File: src/rtl/core/npz_div.sv
`timescale 1ns / 1ps
`default_nettype none
// ----------------------------------------------------------------------------
// npz_div
// Rounded, saturated N/(2Q): restoring division, one quotient bit per cell.
// ----------------------------------------------------------------------------
module npz_div #(
  parameter int unsigned W      = 18,
  parameter int unsigned N_BITS = 8,
  parameter int unsigned Q_BITS = 8
) (
  input  wire logic              clk_i,
  input  wire logic              en_i,
  input  wire logic [N_BITS-1:0] n_mag_i,
  input  wire logic              neg_i,
  input  wire logic [Q_BITS-1:0] q_mag_i,
  output logic signed [W-1:0]    root_o
);

  localparam int unsigned TopW = (N_BITS > Q_BITS ? N_BITS : Q_BITS) + 1;
  localparam int unsigned DenW = Q_BITS + 1;
  localparam int unsigned XW   = (TopW > DenW + W ? TopW : DenW + W) + 1;

  logic [XW-1:0]   top_x;
  logic [XW-1:0]   den_x;
  logic            ovf_d;

  logic [XW-1:0]   rem_q  [W+1];
  logic [DenW-1:0] den_q  [W+1];
  logic            neg_q  [W+1];
  logic            ovf_q  [W+1];
  logic [W-1:0]    quo_q  [W+1];

  logic [W-1:0]    lim;
  logic [W-1:0]    mag;

  // rounding: floor((|N| + |Q|) / (2|Q|)); quotient too large for W bits saturates
  assign top_x = XW'(n_mag_i) + XW'(q_mag_i);
  assign den_x = XW'({q_mag_i, 1'b0});
  assign ovf_d = top_x >= (den_x << W);

  always_ff @(posedge clk_i) begin
    if (en_i) begin
      rem_q[0] <= top_x;
      den_q[0] <= {q_mag_i, 1'b0};
      neg_q[0] <= neg_i;
      ovf_q[0] <= ovf_d;
      quo_q[0] <= '0;
    end
  end

  for (genvar k = 1; k <= W; k++) begin : g_cell
    logic [XW-1:0] shd;
    logic          fits;

    assign shd  = XW'(den_q[k-1]) << (W - k);
    assign fits = rem_q[k-1] >= shd;

    always_ff @(posedge clk_i) begin
      if (en_i) begin
        rem_q[k] <= fits ? rem_q[k-1] - shd : rem_q[k-1];
        den_q[k] <= den_q[k-1];
        neg_q[k] <= neg_q[k-1];
        ovf_q[k] <= ovf_q[k-1];
        quo_q[k] <= quo_q[k-1] | (W'(fits) << (W - k));
      end
    end
  end

  // saturate to the signed field range, then apply the sign
  assign lim    = neg_q[W] ? {1'b1, {(W-1){1'b0}}} : {1'b0, {(W-1){1'b1}}};
  assign mag    = (ovf_q[W] || (quo_q[W] > lim)) ? lim : quo_q[W];
  assign root_o = neg_q[W] ? $signed(-mag) : $signed(mag);

endmodule
`default_nettype wire

File: config.mk
export PLATFORM = sky130hd
export DESIGN_NAME = npz_div
export DESIGN_NICKNAME = d
export VERILOG_FILES = /design/src/rtl/core/npz_div.sv
export SDC_FILE = /design/constraint.sdc
export NUM_CORES = 1
export LEC_CHECK = 0
export BUFFER_PORTS_ARGS = -buffer_cell sky130_fd_sc_hd__clkbuf_2
export CAP_MARGIN = 20
export CORE_MARGIN = 4
export CORE_UTILIZATION = 50
export CTS_CLUSTER_SIZE = 12
export DETAILED_ROUTE_END_ITERATION = 7
export PLACE_DENSITY = 0.65
export SYNTH_ARGS = -nofsm -noshare
export SYNTH_HDL_FRONTEND = slang
export SYNTH_SLANG_ARGS = --single-unit
File: constraint.sdc
create_clock -name clk_i -period 7.4 [get_ports clk_i]
set_input_delay 0.74 -clock clk_i [delete_from_list [all_inputs] [get_ports clk_i]]
set_output_delay 0.74 -clock clk_i [all_outputs]
set_load 0.005 [all_outputs]
==> flow_metrics.tcl <==
set metrics [dict create \
    status "finished clean" \
    drt-total-wl_um 65210 \
    num_antenna_cells 0 \
    seq_area_frac_synth 0.6579 \
    swShare 0.2652 \
    ys_ff_latch 793 \
    worstMarginPinSlew_ns 1.166 \
    hold_path_class "input pin to flop" \
    p_leak_nw 14.46 \
    end_kind "primary output" \
    crit_slowest_cell "or4b_2" \
    vias 20830 \
    numCtsBuffers 85 \
    crit_required_ns 6.66 \
    async_flop_share 0 \
    n_fill_cell 5708 \
    max_freq_mhz 160.9 \
    fin_crit_sh 0.8398 \
    wl_per_cell_um 17.31 \
    synth_edf_count 793 \
    synthDistinctLibCells 79 \
    finalNetCount 2949 \
    p_switching_w 0.003101 \
    cts_tree "done" \
    post_layout_nonfiller_instances 3766 \
    clock_latency_ns 0.63 \
    cts.path.max_buffers 3 \
    finalClockSkew_ns 0.02090 \
    grtUsageTotal 0.1678 \
    synth_warnings 0 \
    finalSetupTns_ns 0 \
    die_y_um 277.1 \
    cts_hold_buffers 0 \
    vdd_ir_drop_max_mv 0.1711 \
    setup_ws_ns 1.185 \
    cts_setup_buffers 0 \
    path_cells "buf_4 -> clkinv_1 -> ha_1 -> nand3_1 -> nor4_1 -> o31ai_1 -> a31oi_1 -> buf_4 -> nand2_1 -> o21ai_0 -> ha_1 -> or4b_2 -> nor2_1 -> nand2_1 -> or3_1 -> a21oi_1 -> a211oi_1 -> clkbuf_2" \
    dr.pass1.iters 5 \
    grt_first_pass_wirelength_um 105300 \
    finalHoldViolCount 0 \
    initial_core_util 0.5054 \
    crit_fanout 40 \
    synthCells 2656 \
    grt_pass1_vias 20740 \
    avgSynthCellArea_um2 13.63 \
    cp_num_buf_inv 4 \
    htree_levels 3 \
    comb_power_share 0.162 \
    slew_headroom 0.2225 \
    routed_via_density 5.532 \
    slowest_delay_ns 0.64 \
    drtIter0Drc 1617 \
    cap_viol_max_count 0 \
    root_buffer "clkbuf_16" \
    cts_sinks 793 \
    final-max-slew-violation-count 0 \
    setup_viol 0 \
    critPathLaunchType "flop" \
    place_ws_ns 1.807 \
    synth_area_um2 36190 \
    ios 37 \
    gr-total-overflow 0 \
    clockPowerShare 0.326 \
    syn_to_final_growth_pct 10.65 \
    ant_nets 0 \
    drive_above_1_share 0.08026 \
    dp.cells 3621 \
    crit_arrival_ns 5.47 \
    path_class "flop to primary output" \
    die-area_um2 76760 \
    antenna_found_initial 0 \
    synthesis.nets 2847 \
    gp_congestion 0.9018 \
    seqPwrFrac 0.512 \
    fin_crit_ns 6.215 \
    hpwlAfterDp_um 45790 \
    core_um2 71610 \
    pwr_density_cell_nw_per_um2 292.0 \
    placementRows 98 \
    cts_resized 0 \
    grt_start_max_net_pins 183 \
    port_buffers 36 \
    path_delay_family "simple AND/OR/NAND/NOR gates" \
    ys_dominant_reg_cell "edfxtp_1" \
    internal_power_w 0.008592 \
    clk_pin_slew_ns 0.05 \
    grt_setup_unrepaired "no" \
    drcViolationCount 0 \
    die_w_um 277.1 \
]
-- metrics by stage --
stage | hold WS, ns | power, W | utilization | cell area, um2
finish | 0.3094 | 0.01169 | 0.5593 | 40050
global route | 0.2767 | 0.01228 | 0.5593 | 40050
floorplan | 0.4003 | 0.007352 | - | 36190
CTS | 0.2608 | 0.01180 | 0.5593 | 40050
global placement | 0.4002 | 0.007873 | 0.5245 | 37560
detailed placement | 0.4045 | 0.007959 | 0.5245 | 37560
-- registers in the layout (all words and copies together), names as in the netlist --
signal	flops
den_q	144
quo_q	171
neg_q	19
rem_q	440
ovf_q	19
-- metal layers --
layer | part of all wire | vias up | GRT usage
met4 | 0.048 | 0 | 0.07825
met2 | 0.52 | 443 | 0.3048
met5 | 0 | - | 0
met1 | 0.40 | 10020 | 0.1937
met3 | 0.034 | 186 | 0.02816
li1 | - | 10190 | -
-- Yosys cell counts, drive strengths merged (5+ instances only) --
library cell	n	share of area
a211o	6	0.0015
a211oi	15	0.0031
a21boi	9	0.0019
a21o	23	0.0048
a21oi	133	0.018
a31oi	7	0.0012
and2	14	0.0024
and3	6	0.0010
buf	6	0.0012
clkbuf	24	0.0025
edfxtp	793	0.66
fa	17	0.0094
ha	155	0.054
inv	186	0.019
mux2	35	0.011
nand2	142	0.015
nand2b	47	0.0081
nand3	31	0.0044
nand3b	9	0.0019
nand4	19	0.0033
nand4b	12	0.0029
nor2	181	0.019
nor2b	41	0.0071
nor3	91	0.013
nor3b	6	0.0012
nor4	70	0.013
nor4b	15	0.0036
o21a	40	0.0083
o21ai	126	0.017
o21bai	6	0.0012
o311ai	5	0.0012
o31a	17	0.0041
o31ai	19	0.0039
or2	13	0.0023
or3	26	0.0046
or4	36	0.0078
xnor2	83	0.020
xor2	139	0.034
-- layout make-up --
class	instances	area (um2)	area share
clock buffers	105	2223	0.05552
clock inverters	40	261.5	0.006530
inverters	187	701.9	0.01753
multi-input cells	1646	11550	0.2884
flip-flops and latches	793	23810	0.5946
well taps	950	1189	0.02968
repair buffers	45	307.8	0.007686
-- worst reg2reg max path, cell delays in order, from the launching register on --
cell,delay (ns)
edfxtp_1,0.41
inv_1,0.06
ha_1,0.30
nor2b_1,0.15
o31a_1,0.27
o31ai_1,0.48
nand4_1,0.84
nand4_1,0.51
nor4_1,0.10
xor2_1,0.15
-- placed cells by master (no fill, tap or decap), types with 13 or more instances in the layout --
cell type / Yosys / routed
a211oi_1: 15 / 15
or3_1: 25 / 25
nand3_1: 30 / 30
o21ai_0: 125 / 125
xor2_1: 139 / 139
clkinv_2: 0 / 14
fa_1: 17 / 17
nor4_1: 68 / 68
o31ai_1: 19 / 19
nor2b_1: 41 / 41
xnor2_1: 83 / 83
clkbuf_1: 24 / 19
clkbuf_2: 0 / 35
nand2_1: 142 / 142
a21oi_1: 133 / 133
mux2_2: 35 / 35
a21o_1: 23 / 23
inv_1: 185 / 185
and2_1: 13 / 13
clkinv_1: 1 / 17
clkbuf_16: 0 / 86
nor3_1: 89 / 89
edfxtp_1: 793 / 793
or4_1: 33 / 33
ha_1: 155 / 155
nor2_1: 180 / 180
nand2b_1: 47 / 47
nor4b_1: 15 / 15
o31a_1: 17 / 17
o21a_1: 40 / 40
nand4_1: 19 / 19
-- cell families after synthesis --
logic type	after synthesis	share of synthesized area
flip-flops	793	0.6579
AND/OR/NAND/NOR	768	0.1130
AO/OA/AOI/OAI	446	0.07758
XOR/XNOR	222	0.05372
buffers and inverters	217	0.02309
adder cells (fa/ha/maj)	172	0.06299
multiplexers	38	0.01172
-- power groups by stage --
| stage | registers (W) | clock network (W) | logic, W |
|---|---|---|---|
| global route | 0.00604 | 0.00412 | 0.00212 |
| finish | 0.00598 | 0.00381 | 0.00189 |
| floorplan | 0.00594 | 0 | 0.00141 |
| global placement | 0.00606 | 0 | 0.00182 |
| CTS | 0.00598 | 0.00392 | 0.00190 |
| detailed placement | 0.00607 | 0 | 0.00189 |
-- path summary, 6_finish.rpt --
check	startpoint	to	slack, ns	cells after the start
worst min-delay path	neg_i	neg_q[0]	0.31	1
worst max-delay path	neg_q[18]	root_o[10]	1.19	18
worst min register to register	quo_q[11][9]	quo_q[12][9]	0.41	0
worst max register to register	den_q[15][2]	rem_q[16][23]	3.86	9
Power figures use the tool's default switching activity.
