$ cat config.mk
export PLATFORM = sky130hd
export DESIGN_NAME = npz_isqrt
export DESIGN_NICKNAME = d
export VERILOG_FILES = /design/src/rtl/core/npz_isqrt.sv
export SDC_FILE = /design/constraint.sdc
export NUM_CORES = 1
export LEC_CHECK = 0
export CAP_MARGIN = 10
export CELL_PAD_IN_SITES_DETAIL_PLACEMENT = 1
export CELL_PAD_IN_SITES_GLOBAL_PLACEMENT = 1
export CORE_MARGIN = 2
export CORE_UTILIZATION = 43
export DETAILED_ROUTE_END_ITERATION = 16
export DONT_BUFFER_PORTS = 1
export PLACE_DENSITY_LB_ADDON = 0.15
export SYNTH_ARGS = -nofsm -noshare
export SYNTH_HDL_FRONTEND = slang
export SYNTH_SLANG_ARGS = --single-unit
$ cat constraint.sdc
create_clock -name clk_i -period 2.9 [get_ports clk_i]
set_input_delay 0.58 -clock clk_i [delete_from_list [all_inputs] [get_ports clk_i]]
set_output_delay 0.58 -clock clk_i [all_outputs]
set_load 0.03 [all_outputs]
$ cat src/rtl/core/npz_isqrt.sv
`timescale 1ns / 1ps
`default_nettype none
// ----------------------------------------------------------------------------
// npz_isqrt
// Integer square root, floor, as a row of cells settling one root bit each.
// ----------------------------------------------------------------------------
module npz_isqrt #(
  parameter int unsigned RAD_BITS = 8
) (
  input  wire logic                      clk_i,
  input  wire logic                      en_i,
  input  wire logic [RAD_BITS-1:0]       rad_i,
  output logic      [(RAD_BITS+1)/2-1:0] root_o
);

  localparam int unsigned SW   = (RAD_BITS + 1) / 2;
  localparam int unsigned PadW = 2 * SW;
  localparam int unsigned RemW = SW + 2;

  logic [PadW-1:0] rad_in  [SW];
  logic [RemW-1:0] rem_in  [SW];
  logic [SW-1:0]   root_in [SW];
  logic [PadW-1:0] rad_q   [SW];
  logic [RemW-1:0] rem_q   [SW];
  logic [SW-1:0]   root_q  [SW];

  for (genvar k = 0; k < SW; k++) begin : g_cell
    logic [RemW-1:0] rem_sh;
    logic [RemW-1:0] trial;
    logic            fits;

    if (k == 0) begin : g_first
      assign rad_in[k]  = PadW'(rad_i);
      assign rem_in[k]  = '0;
      assign root_in[k] = '0;
    end else begin : g_next
      assign rad_in[k]  = rad_q[k-1];
      assign rem_in[k]  = rem_q[k-1];
      assign root_in[k] = root_q[k-1];
    end

    // bring down the next pair of radicand bits, try root*4+1
    assign rem_sh = {rem_in[k][SW-1:0], rad_in[k][2*(SW-1-k) +: 2]};
    assign trial  = {root_in[k], 2'b01};
    assign fits   = rem_sh >= trial;

    always_ff @(posedge clk_i) begin
      if (en_i) begin
        rad_q[k]  <= rad_in[k];
        rem_q[k]  <= fits ? rem_sh - trial : rem_sh;
        root_q[k] <= {root_in[k][SW-2:0], fits};
      end
    end
  end

  assign root_o = root_q[SW-1];

endmodule
`default_nettype wire

==> results of run 1 <==
==> cell type report <==
class,instances,share of cell area [%]
Clock buffer,5,2.48
Clock inverter,3,0.826
Inverter,12,2.98
Multi-Input combinational cell,42,24.6
Sequential cell,33,65.5
Tap cell,44,3.64
==> power by group through the flow <==
stage / Clock [µW] / Sequential (µW) / Combinational (µW)
finish: 232 / 611 / 99.8
global route: 264 / 618 / 114
CTS: 246 / 612 / 103
detailed placement: 0 / 623 / 102
global placement: 0 / 620 / 96.8
floorplan: 0 / 616 / 82.2
==> critical path, stage by stage (launching register included) <==
cell and delay (ns):
edfxtp_1 0.45, ha_1 0.23, nand2b_1 0.17, a2111oi_4 0.52
mux2_4 0.34
==> state kept, by name, summed over array words and instances (netlist names) <==
name	count
rad_q	12
rem_q	11
root_q	10
==> cell families (layout without fill, tap and decap cells) <==
kind of cell    count (synthesis)  after routing  synth area share [%]
fa+ha+maj                      10             10                  8.88
mux                             5              5                  4.00
flops                          33             33                  70.3
compound gates                 11             11                  6.39
simple gates                   11             11                  4.44
buf+inv                        12             20                  3.20
xor+xnor                        4              4                  2.49
other cells                     1              1                 0.266
==> path summary, 6_finish.rpt <==
| check | from | end | slack, ns | cells past startpoint |
|---|---|---|---|---|
| worst max-delay path | rad_q[0][4] | rem_q[1][2] | 0.95 | 4 |
| worst max register to register | rad_q[0][4] | rem_q[1][2] | 0.95 | 4 |
| worst min register to register | rad_q[0][3] | rad_q[1][3] | 0.43 | 0 |
| worst min-delay path | rad_i[1] | rad_q[0][1] | 0.34 | 0 |
==> placed cells by master (no fill, tap or decap) <==
cell | netlist | final
edfxtp_1 | 33 | 33
inv_1 | 12 | 12
ha_1 | 10 | 10
clkbuf_4 | 0 | 5
o21ai_0 | 4 | 4
nor3_1 | 4 | 4
xnor2_1 | 4 | 4
mux2i_1 | 3 | 3
o21a_1 | 2 | 2
a21oi_1 | 2 | 2
clkinv_1 | 0 | 2
nor3b_1 | 1 | 1
o21ai_2 | 1 | 1
nor2_1 | 1 | 1
o2bb2ai_1 | 1 | 1
mux2_2 | 1 | 1
nand2b_1 | 1 | 1
a2111oi_4 | 1 | 1
or3_1 | 1 | 1
mux2_4 | 1 | 1
or2_2 | 1 | 1
and2_1 | 1 | 1
nor2b_1 | 1 | 1
clkinv_2 | 0 | 1
conb_1 | 1 | 1
==> layer usage <==
layer  vias up  GRT usage (%)  wire length (µm)
met3         5           6.30                79
met2        18           21.0               929
met5         -              0                 0
met4         0           8.39                64
met1       320           12.2               750
li1        331              -                 -
==> metrics by stage <==
step                hold slack, ns  util, %
global placement             0.401     47.6
floorplan                    0.400        -
global route                 0.313     49.2
detailed placement           0.407     47.6
finish                       0.343     49.2
CTS                          0.322     49.2
==> summary.md, run 1 <==
| Metric | Value |
|---|---|
| Hold WC Path Type | primary input to flip-flop |
| NetSw | 222 µW |
| Clock sink count | 33 |
| Area after DPL | 0.00146 mm² |
| Pre-CTS WS | 0.937 ns |
| 1st-pass router iterations | 3 |
| Register area | 991 µm² |
| Yosys top cell by area | edfxtp_1 |
| Die height | 61.2 µm |
| Vias | 674 |
| Post-cts resize count | 0 |
| Sequential area share after synthesis | 70.3% |
| Placement Rows | 20 |
| CTS hold repair buffers | 0 |
| Number of flops mapped to enable cells by yosys | 33 |
| CP arrival | 2.03 ns |
| Pwr dens | 622 mW/mm² |
| RD Place Congestion | 0.789 |
| Final-report hold violation count | 0 |
| Clk_skew | 0.00827 ns |
| Fin nets | 114 |
| # diodes | 0 |
| Total grt overflow | 0 |
| # setup viols final | 0 |
| Total global-route track usage | 12.6% |
| Max-cap violation count | 0 |
| Ranking of synthesized cells by area | edfxtp_1 (70%), ha_1 (8.9%), inv_1 (3.2%) |
| Max-slew violations | 0 |
| Routed WL | 1820 µm |
| Vias in the first global route | 711 |
| Tot Pwr | 942 µW |
| # placed instances | 131 |
| DRC errors left | 0 |
| Crit-path max FO | 5 |
| Netlist cell types | 22 |
| Iteration-0 DRC Markers | 8 |
| VDD IR-drop max | 384 µV |
| Switch share | 23.5% |
| Die width | 61.2 µm |
| Setup_tns | 0 ns |
| Synth Flop Type | edfxtp_1 |
| CTS max path bufs | 2 |
| Synth warn | 0 |
| Fmax | 514 MHz |
| I/O Pins | 14 |
| Area occupied by multi-input gates | 373 µm² |
| Gate power share | 10.6% |
| Wirelength per Cell | 13.1 µm |
| Synth top cells by count | edfxtp_1 (33), inv_1 (12), ha_1 (10) |
| CTS tree | yes |
| Clock share of power | 24.6% |
| Starting Density | 45.8% |
| Global-route wire length before repair | 3070 µm |
| Final Cell Area | 0.00151 mm² |
| Setup WS post-layout | 0.954 ns |
| Post-Syn Instances | 87 |
| Tmin final | 1.95 ns |
| Largest net degree at the start of global routing | 34 |
| Pint | 721 µW |
| Cell with the most instances after synthesis | edfxtp_1 |
| Crit path required time | 2.98 ns |
| Fin crit share | 67.1% |
| Startpoint Class | flip-flop |
| Non-filler instance count after layout | 139 |
| Post-Synthesis Cell Area | 0.00141 mm² |
| Fillers | 313 |
| Mean post-synth cell area | 16.2 µm² |
| CTS H-tree lvls | 2 |
| Flop pwr share | 64.8% |
| Core area | 0.00308 mm² |
| Synth Register Bits | 33 |
| Syn_nets | 107 |
| Die area | 0.00375 mm² |
| LEAKAGE | 0.000572 µW |
| Post-detail-place hpwl | 1290 µm |
| Total CTS buffers | 5 |
| WS Path Type | flip-flop to flip-flop |
| Port bufs | 0 |
| Endpoint class of the critical path | flip-flop |
| Status | completed |
| RSZ-0062 raised after global routing | no |
| Initial antenna violation count | 0 |
| Async set or reset register ratio after synthesis | 0% |
| Worst-path clk slew | 0.09 ns |
| Share of the synthesized area in the top cell type | 70.3% |
| Drt via density | 4.85 |
| CTS root buf | clkbuf_4 |
| Antenna viol nets, final | 0 |
| Ratio of cells with drive above 1 in the final layout | 11.6% |
| P&R area growth vs syn | 7.46% |
| Skew-Pair Late Insertion Delay | 0.33 ns |
| Total setup buffers inserted after CTS | 0 |
Note: power is estimated with default switching activity, not from simulation.
==> inputs of run 2 (changes only) <==
Clock period 2.9 ns to 2 ns, I/O delays scaled along.
==> summary.md, run 2 (same netlist as run 1, synthesis figures left out) <==
| Metric | Value |
|---|---|
| Placement Rows | 20 |
| Total grt overflow | 0 |
| # diodes | 0 |
| Worst Hold Path Cells | 0 |
| RSZ-0062 raised after global routing | no |
| CTS H-tree lvls | 2 |
| Hold WC Path Type | primary input to flip-flop |
| Largest net degree at the start of global routing | 34 |
| Vias | 701 |
| CP arrival | 1.93 ns |
| Drt via density | 5.01 |
| CTS max path bufs | 2 |
| Largest regs | rad_q: 12 flops, rem_q: 11 flops, root_q: 10 flops |
| VDD IR-drop max | 417 µV |
| Max-slew violations | 0 |
| Fin crit share | 91.8% |
| Port bufs | 0 |
| I/O Pins | 14 |
| Global-route wire length before repair | 3230 µm |
| Crit path required time | 2.09 ns |
| P&R area growth vs syn | 7.90% |
| # placed instances | 132 |
| Total global-route track usage | 13.0% |
| Core area | 0.00308 mm² |
| Fmax | 545 MHz |
| Clk_skew | 0.00700 ns |
| Worst-path clk slew | 0.09 ns |
| LEAKAGE | 0.000573 µW |
| Max-cap violation count | 0 |
| Initial antenna violation count | 0 |
| Post-cts resize count | 0 |
| Commonest non-fill, non-tap cell in the layout | edfxtp_1 |
| 1st-pass router iterations | 2 |
| Vias in the first global route | 747 |
| Worst reg-to-reg path cell count | 4 |
| Post-detail-place hpwl | 1240 µm |
| WS Path Type | flip-flop to flip-flop |
| Non-filler instance count after layout | 140 |
| Tmin final | 1.84 ns |
| Max FFs per register | 12 |
| Total setup buffers inserted after CTS | 0 |
| Most frequent cells in the layout | edfxtp_1 (33), inv_1 (12), ha_1 (10) |
| Final-report hold violation count | 0 |
| Startpoint Class | flip-flop |
| Status | completed |
| RD Place Congestion | 0.823 |
| CTS hold repair buffers | 0 |
| Die area | 0.00375 mm² |
| Ratio of cells with drive above 1 in the final layout | 11.5% |
| Crit-path max FO | 4 |
| Die height | 61.2 µm |
| Setup_tns | 0 ns |
| Largest reg by FF count | rad_q |
| CTS root buf | clkbuf_4 |
| Iteration-0 DRC Markers | 9 |
| Die width | 61.2 µm |
| CTS tree | yes |
| Starting Density | 45.8% |
| Endpoint class of the critical path | flip-flop |
| Antenna viol nets, final | 0 |
| Wirelength per Cell | 13.2 µm |
| Skew-Pair Late Insertion Delay | 0.33 ns |
| Fillers | 306 |
| Routed WL | 1850 µm |
| # setup viols final | 0 |
| Final core utilization | 49.4% |
| Total CTS buffers | 5 |
| Pwr dens | 907 mW/mm² |
| DRC errors left | 0 |
| Clock sink count | 33 |
| Fin nets | 115 |
==> run 2: cell count changes in the layout (fill, tap and decap cells not counted), sizes merged <==
| cell | change |
|---|---|
| clkbuf | +3 |
| clkinv | -3 |
| buf | +1 |
==> run 2: per-stage QoR <==
step / power [µW] / cell area [µm²] / hold WS, ns / setup WS (ns)
floorplan: 1010 / 1410 / 0.400 / 0.139
global placement: 1040 / 1470 / 0.401 / 0.231
detailed placement: 1050 / 1470 / 0.407 / 0.158
CTS: 1400 / 1520 / 0.139 / 0.150
global route: 1460 / 1520 / 0.124 / 0.00631
finish: 1380 / 1520 / 0.161 / 0.164
==> run 2: worst paths after layout <==
kind | to | slack [ns] | startpoint
setup / recovery | rem_q[1][2] | 0.16 | rad_q[0][4]
hold / removal | rad_q[0][5] | 0.16 | rad_i[5]
setup reg to reg | rem_q[1][2] | 0.16 | rad_q[0][4]
hold reg to reg | rad_q[2][0] | 0.42 | rad_q[1][0]
==> run 2: worst max-delay path, cell delays in order (launching register included) <==
cell and delay [ns]:
edfxtp_1 0.46, ha_1 0.23, nand2b_1 0.17, a2111oi_4 0.41
mux2_4 0.33
==> run 2: per-layer routing <==
layer,wire length [µm],GRT usage [%],share of wire (%),up-vias
met4,79,12.7,4.3,0
met5,0,0,0,-
met3,82,4.83,4.4,10
met1,735,13.5,40,336
li1,-,-,-,332
met2,952,19.9,51,23
==> run 2: final cells by class <==
type,count,area [µm²],area share (%)
Inverter,12,45.0,2.96
Clock buffer,8,48.8,3.21
Tap cell,44,55.1,3.62
Timing Repair Buffer,1,7.51,0.494
Multi-Input combinational cell,42,373,24.5
Sequential cell,33,991,65.2
==> run 2: report_power, final <==
| part | internal [µW] | switching, µW | total [µW] |
|---|---|---|---|
| Clock | 140 | 209 | 349 |
| Combinational | 75.7 | 69.7 | 145 |
| Sequential | 844 | 40.9 | 884 |
| Total | 1060 | 319 | 1380 |
