<file path="config.mk">
export PLATFORM = sky130hd
export DESIGN_NAME = npz_mul
export DESIGN_NICKNAME = d
export VERILOG_FILES = /design/src/rtl/core/npz_pkg.sv /design/src/rtl/core/npz_mul.sv
export SDC_FILE = /design/constraint.sdc
export NUM_CORES = 1
export LEC_CHECK = 0
export BUFFER_PORTS_ARGS = -buffer_cell sky130_fd_sc_hd__buf_2
export CAP_MARGIN = 40
export CORE_MARGIN = 2
export CORE_UTILIZATION = 40
export DETAILED_ROUTE_END_ITERATION = 8
export HOLD_SLACK_MARGIN = 0.03
export PLACE_DENSITY = 0.57
export REMOVE_ABC_BUFFERS = 1
export SLEW_MARGIN = 30
export SYNTH_ARGS = -nofsm -noshare
export SYNTH_HDL_FRONTEND = slang
export SYNTH_SLANG_ARGS = --single-unit
</file>
<file path="constraint.sdc">
create_clock -name clk_i -period 10.4 [get_ports clk_i]
set_input_delay 1.04 -clock clk_i [delete_from_list [all_inputs] [get_ports clk_i]]
set_output_delay 1.04 -clock clk_i [all_outputs]
set_load 0.01 [all_outputs]
</file>
<file path="src/rtl/core/npz_pkg.sv">
`timescale 1ns / 1ps
`default_nettype none
// ----------------------------------------------------------------------------
// npz_pkg
// Shared types and constants for the neutrino pz mass-constraint solver.
// ----------------------------------------------------------------------------
package npz_pkg;

  // Default momentum field width, 1/16 GeV units
  localparam int unsigned MOMENTUM_BITS_DEF = 18;

  // Multiplier digit width: one digit of the second operand per cell
  localparam int unsigned DIGIT_BITS = 8;

  // Configuration register widths and reset values
  localparam int unsigned BMS_BITS = 24;
  localparam int unsigned LMS_BITS = 16;
  localparam logic [BMS_BITS-1:0] BMS_RESET = 24'd1654825;
  localparam logic [LMS_BITS-1:0] LMS_RESET = 16'd0;

  // APB data and address widths
  localparam int unsigned APB_DATA_BITS = 32;
  localparam int unsigned APB_ADDR_BITS = 3;

  // Register index (word address)
  typedef enum logic {
    REG_BOSON_MASS_SQ  = 1'b0,
    REG_LEPTON_MASS_SQ = 1'b1
  } npz_reg_e;

  // Result status codes
  typedef enum logic [1:0] {
    STATUS_REAL       = 2'd0,
    STATUS_NEG_DISC   = 2'd1,
    STATUS_DEGENERATE = 2'd2
  } npz_status_e;

endpackage
`default_nettype wire

</file>
<file path="src/rtl/core/npz_mul.sv">
`timescale 1ns / 1ps
`default_nettype none
// ----------------------------------------------------------------------------
// npz_mul
// Unsigned multiplier as a row of cells, one digit of b per cell.
// ----------------------------------------------------------------------------
module npz_mul import npz_pkg::*; #(
  parameter int unsigned A_BITS = 8,
  parameter int unsigned B_BITS = 8
) (
  input  wire logic                     clk_i,
  input  wire logic                     en_i,
  input  wire logic [A_BITS-1:0]        a_i,
  input  wire logic [B_BITS-1:0]        b_i,
  output logic      [A_BITS+B_BITS-1:0] p_o
);

  localparam int unsigned Steps = (B_BITS + DIGIT_BITS - 1) / DIGIT_BITS;
  localparam int unsigned PadW  = Steps * DIGIT_BITS;
  localparam int unsigned ProdW = A_BITS + B_BITS;
  localparam int unsigned PartW = A_BITS + DIGIT_BITS;

  logic [A_BITS-1:0] a_in   [Steps];
  logic [PadW-1:0]   b_in   [Steps];
  logic [ProdW-1:0]  acc_in [Steps];
  logic [A_BITS-1:0] a_q    [Steps];
  logic [PadW-1:0]   b_q    [Steps];
  logic [ProdW-1:0]  acc_q  [Steps];

  for (genvar k = 0; k < Steps; k++) begin : g_cell
    logic [PartW-1:0] part;

    if (k == 0) begin : g_first
      assign a_in[k]   = a_i;
      assign b_in[k]   = PadW'(b_i);
      assign acc_in[k] = '0;
    end else begin : g_next
      assign a_in[k]   = a_q[k-1];
      assign b_in[k]   = b_q[k-1];
      assign acc_in[k] = acc_q[k-1];
    end

    // partial product of this digit, added at its weight
    assign part = PartW'(a_in[k]) * PartW'(b_in[k][k*DIGIT_BITS +: DIGIT_BITS]);

    always_ff @(posedge clk_i) begin
      if (en_i) begin
        a_q[k]   <= a_in[k];
        b_q[k]   <= b_in[k];
        acc_q[k] <= acc_in[k] + (ProdW'(part) << (k * DIGIT_BITS));
      end
    end
  end

  assign p_o = acc_q[Steps-1];

endmodule
`default_nettype wire

</file>
==> summary.md, run 1 <==
| Metric | Value |
|---|---|
| CORE AREA | `6310 µm²` |
| Residual DRC count | `0` |
| FF+latch count, synth | `16` |
| Final min period | `4810 ps` |
| Largest net degree at the start of global routing | `17` |
| Vias | `1849` |
| Synth area leaders | `fa_1 (28%), edfxtp_1 (19%), ha_1 (17%)` |
| Crit. End Element | `flop` |
| # Post-CTS Setup Buffers | `0` |
| Psw | `0.214 mW` |
| Vias per cell | `around 5.0` |
| Starting DRT DRC Count | `28` |
| Synthesized cell area | `~2600 µm²` |
| Final Slew Violations | `0` |
| CP startpoint kind | `primary input` |
| Synth unique cells | `29` |
| WP data required | `10390 ps` |
| Number of I/O pins | `34` |
| I/O Buffers | `33` |
| Width of the die | `~84 µm` |
| P&R area growth vs syn | `11.7%` |
| Overall routing resource usage | `14.9%` |
| Clock-pin transition on the worst setup and hold timing paths | `60 ps` |
| Worst stage delay on the critical path | `about 530 ps` |
| Rows | `29` |
| Syn avg cell area | `9.99 µm²` |
| Die H | `~84 µm` |
| Initial antenna violation count | `0` |
| Die area | `7130 µm²` |
| Fraction of registers with async set/reset | `0%` |
| Syn Inst Count | `259` |
| Total Wirelength | `4830 µm` |
| Largest family of logic cells by synthesized area | `adder cells` |
| Prevailing post-synth register cell | `edfxtp_1` |
| CP max FO | `8` |
| Sequential area share after synthesis | `between 10% and 20%` |
| Comb pwr share | `68.4%` |
| Most frequent cell after synthesis | `inv_1` |
| Max transition margin | `between 70 and 80%` |
| Worst-path cell chain | `buf_2 -> and2_1 -> fa_1 -> inv_1 -> fa_1 -> inv_1 -> fa_1 -> inv_1 -> fa_1 -> inv_1 -> ha_1 -> and2_4 -> a221oi_2 -> nand2_1 -> a31oi_1 -> xnor2_1` |
| RSZ-0062 raised after global routing | `no` |
| Slowest CP cell | `fa_1` |
| Antenna Violating Nets Remaining | `0` |
| Largest regs | `acc_q: 16 flops` |
| Clock Power Share | `9.0%` |
| Avg WL per Cell | `13.0 µm` |
| Routability congestion estimate | `0.796` |
| DRT Pass-1 Iters | `4` |
| Final setup fails | `0` |
| Post-Synth XOR/XNOR Area | `3.72%` |
| Commonest cells in the netlist | `inv_1 (49), and2_1 (47), fa_1 (36), ha_1 (36), nand2_1 (23)` |
| Compound-Gate Fraction of Synth Area | `6.62%` |
| CTS HTree Levels | `1` |
| Status | `complete, no violations` |
| Pint | `0.299 mW` |
| Worst slew pin tran | `slightly below 400 ps` |
| Final #Nets | `387` |
| Total CTS buffers | `3` |
| Power Dens Cells | `around 180 nW/µm²` |
| Grt total ovfl | `0` |
| Cts hold-fix bufs | `0` |
| CTS tree | `yes` |
| Synth area leader | `fa_1` |
| Yosys warns | `0` |
| Arr. time, crit path | `between 4000 and 5000 ps` |
| Switching Share | `between 40% and 50%` |
| Hold Crit Class | `primary input to flop` |
| Vias in the first global route | `about 1900` |
| Max clock buf depth | `2` |
| Number of flip-flops in the largest register | `16` |
| Tot Pwr | `slightly above 0.5 mW` |
| Pleak | `1.48 nW` |
| Clock Sinks | `16` |
| Peak Freq | `208 MHz` |
| Post-synthesis mux area share | `0%` |
| Setup TNS | `0 ps` |
| Total of max-cap violations | `0` |
| Max VDD drop | `0.0000760 V` |
| Reg with most FFs | `acc_q` |
| Share of layout cells above drive strength 1 | `13.9%` |
| WS Path Type | `primary input to flop` |
| Post-Synth Simple-Gate Area | `a little under a fifth` |
| Post_cts resized | `0` |
| First-pass GRT wire length | `8630 µm` |
| Post-synth EDFFs | `16` |
| Hold Fails Final Rpt | `0` |
| Post-Synth Adder-Cell Area | `45.3%` |
| Post-synth top area share | `27.9%` |
| Final period util | `between 40% and 50%` |
| Sequential Power Share | `between 20% and 30%` |
| Root Driver | `clkbuf_8` |
| Ant. Diodes | `0` |
| HPWL Detailed | `4100 µm` |
| Initial Util | `approximately two fifths` |
through the flow:
stage                     cell area [µm²]  util (%)  cells  hold WS, ps  setup slack [ps]
final                                2890      45.8    372         1180              5590
after global placement               2850      45.1    369         1440              5370
after global routing                 2890      45.8    372         1200              5370
after detailed placement             2850      45.1    369         1440              5300
after CTS                            2890      45.8    372         1180              5560
after floorplan                      2590         -    259         1150              5660
logic make-up (layout without fill, tap and decap cells):
kind of cell	after synthesis	count (layout)
AND/OR/NAND/NOR	88	88
adder cells (fa/ha/maj)	72	72
buffers and inverters	49	85
flip-flops	16	16
AO/OA/AOI/OAI	23	23
XOR/XNOR	11	11
worst max-delay path: cells and delay by family:
kind	cells	cell delay, ps
buffers and inverters	5	350
adders and majority gates	5	2400
and+or+nand+nor	3	470
AOI/OAI and AO/OA	2	470
xor gates and xnor gates	1	80
cell type report:
cell class	instances	area (µm²)
clock buffers	3	41.3
fillers	617	3420
inverters	49	184
multi-input cells	194	1920
flip-flops and latches	16	480
well taps	77	96.3
repair buffers	33	165
worst paths after layout:
check / startpoint / to / slack, ps / cells after the start
max: b_i[4] / acc_q[0][11]$_DFFE_PP_ / 5590 / 16
min: a_i[0] / acc_q[0][0]$_DFFE_PP_ / 1180 / 2
power groups by stage:
stage	logic [mW]	clock network (mW)	registers, mW
finish	0.351	0.0460	0.116
global route	0.405	0.0512	0.118
CTS	0.361	0.0489	0.117
detailed placement	0.358	0	0.118
global placement	0.355	0	0.118
floorplan	0.259	0	0.132
cell usage in the layout, fill, tap and decap left out:
master,instances
and3_1,3
inv_1,49
a211o_1,3
edfxtp_1,16
nor2_1,6
xor2_1,4
o311ai_0,1
a211oi_2,1
and2_1,47
or4_1,1
and2_4,1
o21ai_1,2
a31oi_1,1
clkbuf_8,3
nor3b_2,1
xnor2_1,7
a21oi_1,5
o211ai_1,2
nor4_1,1
o22a_1,1
nand3_1,1
nor3_1,2
ha_1,36
nand2_1,23
o21ai_0,1
nor2b_1,2
o21a_1,4
buf_2,33
a21o_2,1
a221oi_2,1
fa_1,36
routing by layer:
layer / share of wire (%) / wire length, µm / vias up / GRT usage [%]
met4: 0.64 / 31 / 0 / 3.32
met2: 53 / 2590 / 23 / 26.7
li1: - / - / 901 / -
met5: 0 / 0 / - / 0
met3: 2.3 / 109 / 2 / 2.56
met1: 44 / 2110 / 923 / 18.9
No activity file was read; power rests on OpenSTA's default activity.
==> inputs of run 2 (changes only) <==
==> constraint.sdc (replaced) <==
create_clock -name clk_i -period 4.7 [get_ports clk_i]
set_input_delay 0.47 -clock clk_i [delete_from_list [all_inputs] [get_ports clk_i]]
set_output_delay 0.47 -clock clk_i [all_outputs]
set_load 0.01 [all_outputs]
==> run 2 against run 1 <==
Net effect: routed wire length grew 2.4%; setup slack got worse by 5100 ps; sequential share of layout area hardly changed; die area unchanged; power grew 120%; critical path type unchanged; critical endpoint unchanged; largest power group unchanged.
==> summary.md, run 2 (synthesis gave the netlist of run 1 again) <==
| Metric | Value |
|---|---|
| Status | `complete, no violations` |
| Largest regs | `acc_q: 16 flops` |
| # Post-CTS Setup Buffers | `0 (unchanged)` |
| Worst slack, placed | `163 ps (-5130 ps)` |
| RSZ-0062 raised after global routing | `no` |
| Avg WL per Cell | `13.3 µm (+2.1%)` |
| HPWL Detailed | `4170 µm (+1.6%)` |
| Die H | `84.4 µm (unchanged)` |
| Width of the die | `84.4 µm (unchanged)` |
| I/O Buffers | `33 (unchanged)` |
| Cts hold-fix bufs | `0 (unchanged)` |
| P&R area growth vs syn | `11.8%` |
| Hold Fails Final Rpt | `0 (unchanged)` |
| Total Wirelength | `4950 µm (+2.4%)` |
| Routability congestion estimate | `0.796 (about the same)` |
| Final #Nets | `387 (unchanged)` |
| Antenna Violating Nets Remaining | `0 (unchanged)` |
| Switching Share | `42.1% (+0.36 points)` |
| First-pass GRT wire length | `8850 µm (+2.5%)` |
| Ant. Diodes | `0 (unchanged)` |
| Hold Path Origin | `b_i[0]` |
| Peak Freq | `approximately 240 MHz` |
| Worst slew pin tran | `396 ps (+11.0 ps)` |
| Commonest non-fill, non-tap cells in the layout | `inv_1 (49), and2_1 (47), fa_1 (36), ha_1 (36), buf_2 (33)` |
| Comb pwr share | `68.2% (-0.2 points)` |
| CTS tree | `yes` |
| Final Slew Violations | `0 (unchanged)` |
| Rows | `29 (unchanged)` |
| Clock-pin transition on the worst setup and hold timing paths | `70 ps (about the same)` |
| Number of I/O pins | `34 (unchanged)` |
| Sequential Power Share | `22.4% (-0.2 points)` |
| Total CTS buffers | `3 (unchanged)` |
| Number of flip-flops in the largest register | `16 (unchanged)` |
| Final min period | `4250 ps` |
| Residual DRC count | `0 (unchanged)` |
| Vias in the first global route | `1935 (+1.2%)` |
| Root Driver | `clkbuf_8` |
| Wire length on met3 | `128 µm (+17%)` |
| DRT Pass-1 Iters | `4 (unchanged)` |
| FILL cells | `633 (+2.6%)` |
| WP data required | `4700 ps (-5690 ps)` |
| Max VDD drop | `0.000177 V (+130%)` |
| Commonest non-fill, non-tap cell in the layout | `inv_1` |
| Share of layout cells above drive strength 1 | `13.9% (-0.047 points)` |
| Vias per cell | `4.96 (-0.21%)` |
| Worst Setup SP | `b_i[4]` |
| Initial Util | `41.0% (unchanged)` |
| Post_cts resized | `0 (unchanged)` |
| CTS HTree Levels | `1 (unchanged)` |
| Power Dens Cells | `397 nW/µm² (+120%)` |
| Grt total ovfl | `0 (unchanged)` |
| WS Path Type | `primary input to flop` |
| Setup TNS | `0 ps (unchanged)` |
| Clock Sinks | `16 (unchanged)` |
| Met1 WL | `2090 µm (-0.62%)` |
| Total of max-cap violations | `0 (unchanged)` |
| Vias | `1850 (+0.054%)` |
| Post-route setup slack | `453 ps (-5140 ps)` |
| DR top layer | `met4` |
| Max transition margin | `73.3% (-0.74 points)` |
| Overall routing resource usage | `15.4% (+0.49 points)` |
| Largest net degree at the start of global routing | `17 (unchanged)` |
| Pint | `0.665 mW (+120%)` |
| CORE AREA | `6310 µm² (unchanged)` |
| Max clock buf depth | `2 (unchanged)` |
| Initial antenna violation count | `0 (unchanged)` |
| Reg with most FFs | `acc_q` |
| Final period util | `approximately 90%` |
| Die area | `7130 µm² (unchanged)` |
| Starting DRT DRC Count | `52 (+86%)` |
| Met2 wire len | `2680 µm (+3.6%)` |
| CP max FO | `8 (unchanged)` |
| Pleak | `1.48 nW (+0.11%)` |
| Clock Power Share | `9.3% (+0.3 points)` |
| CP startpoint kind | `primary input` |
| Crit. End Element | `flop` |
| Hold Crit Class | `primary input to flop` |
| Final setup fails | `0 (unchanged)` |
| Psw | `0.483 mW (+130%)` |
| Arr. time, crit path | `4240 ps (-560 ps)` |
-- run 2: cell count changes in the layout (fill, tap and decap cells not counted) --
| cell | previous run | this run |
|---|---|---|
| clkinv_1 | 0 | 1 |
-- run 2: worst paths after layout --
| path | end | cells past startpoint |
|---|---|---|
| worst max-delay path | acc_q[0][11]$_DFFE_PP_ | 16 |
| worst min-delay path | acc_q[0][0]$_DFFE_PP_ | 2 |
-- run 2: power by group through the flow --
stage	Clock (mW)	Sequential (mW)	Combinational [mW]
after global routing	0.118	0.262	0.908
final	0.107	0.257	0.783
after global placement	0	0.261	0.786
after detailed placement	0	0.262	0.796
after floorplan	0	0.292	0.573
after CTS	0.112	0.259	0.805
-- run 2: cell type report --
cell class	count	area, µm²	share of cell area (%)
Clock buffer	3	41.3	1.43
Clock inverter	1	3.75	0.130
Inverter	49	184	6.36
Multi-Input combinational cell	194	1920	66.5
Sequential cell	16	480	16.6
Tap cell	77	96.3	3.33
Timing Repair Buffer	33	165	5.71
-- run 2: metal layers --
layer | GRT usage (%) | vias up
li1 | - | 901
met4 | 3.17 | 0
met1 | 19.5 | 922
met2 | 27.8 | 23
met3 | 2.65 | 4
met5 | 0 | -
-- run 2: worst max-delay path, stage by stage --
cell,delay [ps]
buf_2,140
and2_1,180
fa_1,530
inv_1,50
fa_1,480
inv_1,60
fa_1,530
inv_1,50
fa_1,520
inv_1,40
ha_1,340
and2_4,160
a221oi_2,260
nand2_1,120
a31oi_1,220
xnor2_1,80
-- run 2: stage by stage --
stage                     cells  util (%)  hold slack, ps  area (µm²)  total power, mW
after floorplan             259         -             582        2590            0.866
after CTS                   373      45.8             605        2890             1.18
after detailed placement    369      45.1             872        2850             1.06
after global placement      369      45.1             872        2850             1.05
final                       373      45.8             609        2890             1.15
after global routing        373      45.8             622        2890             1.29
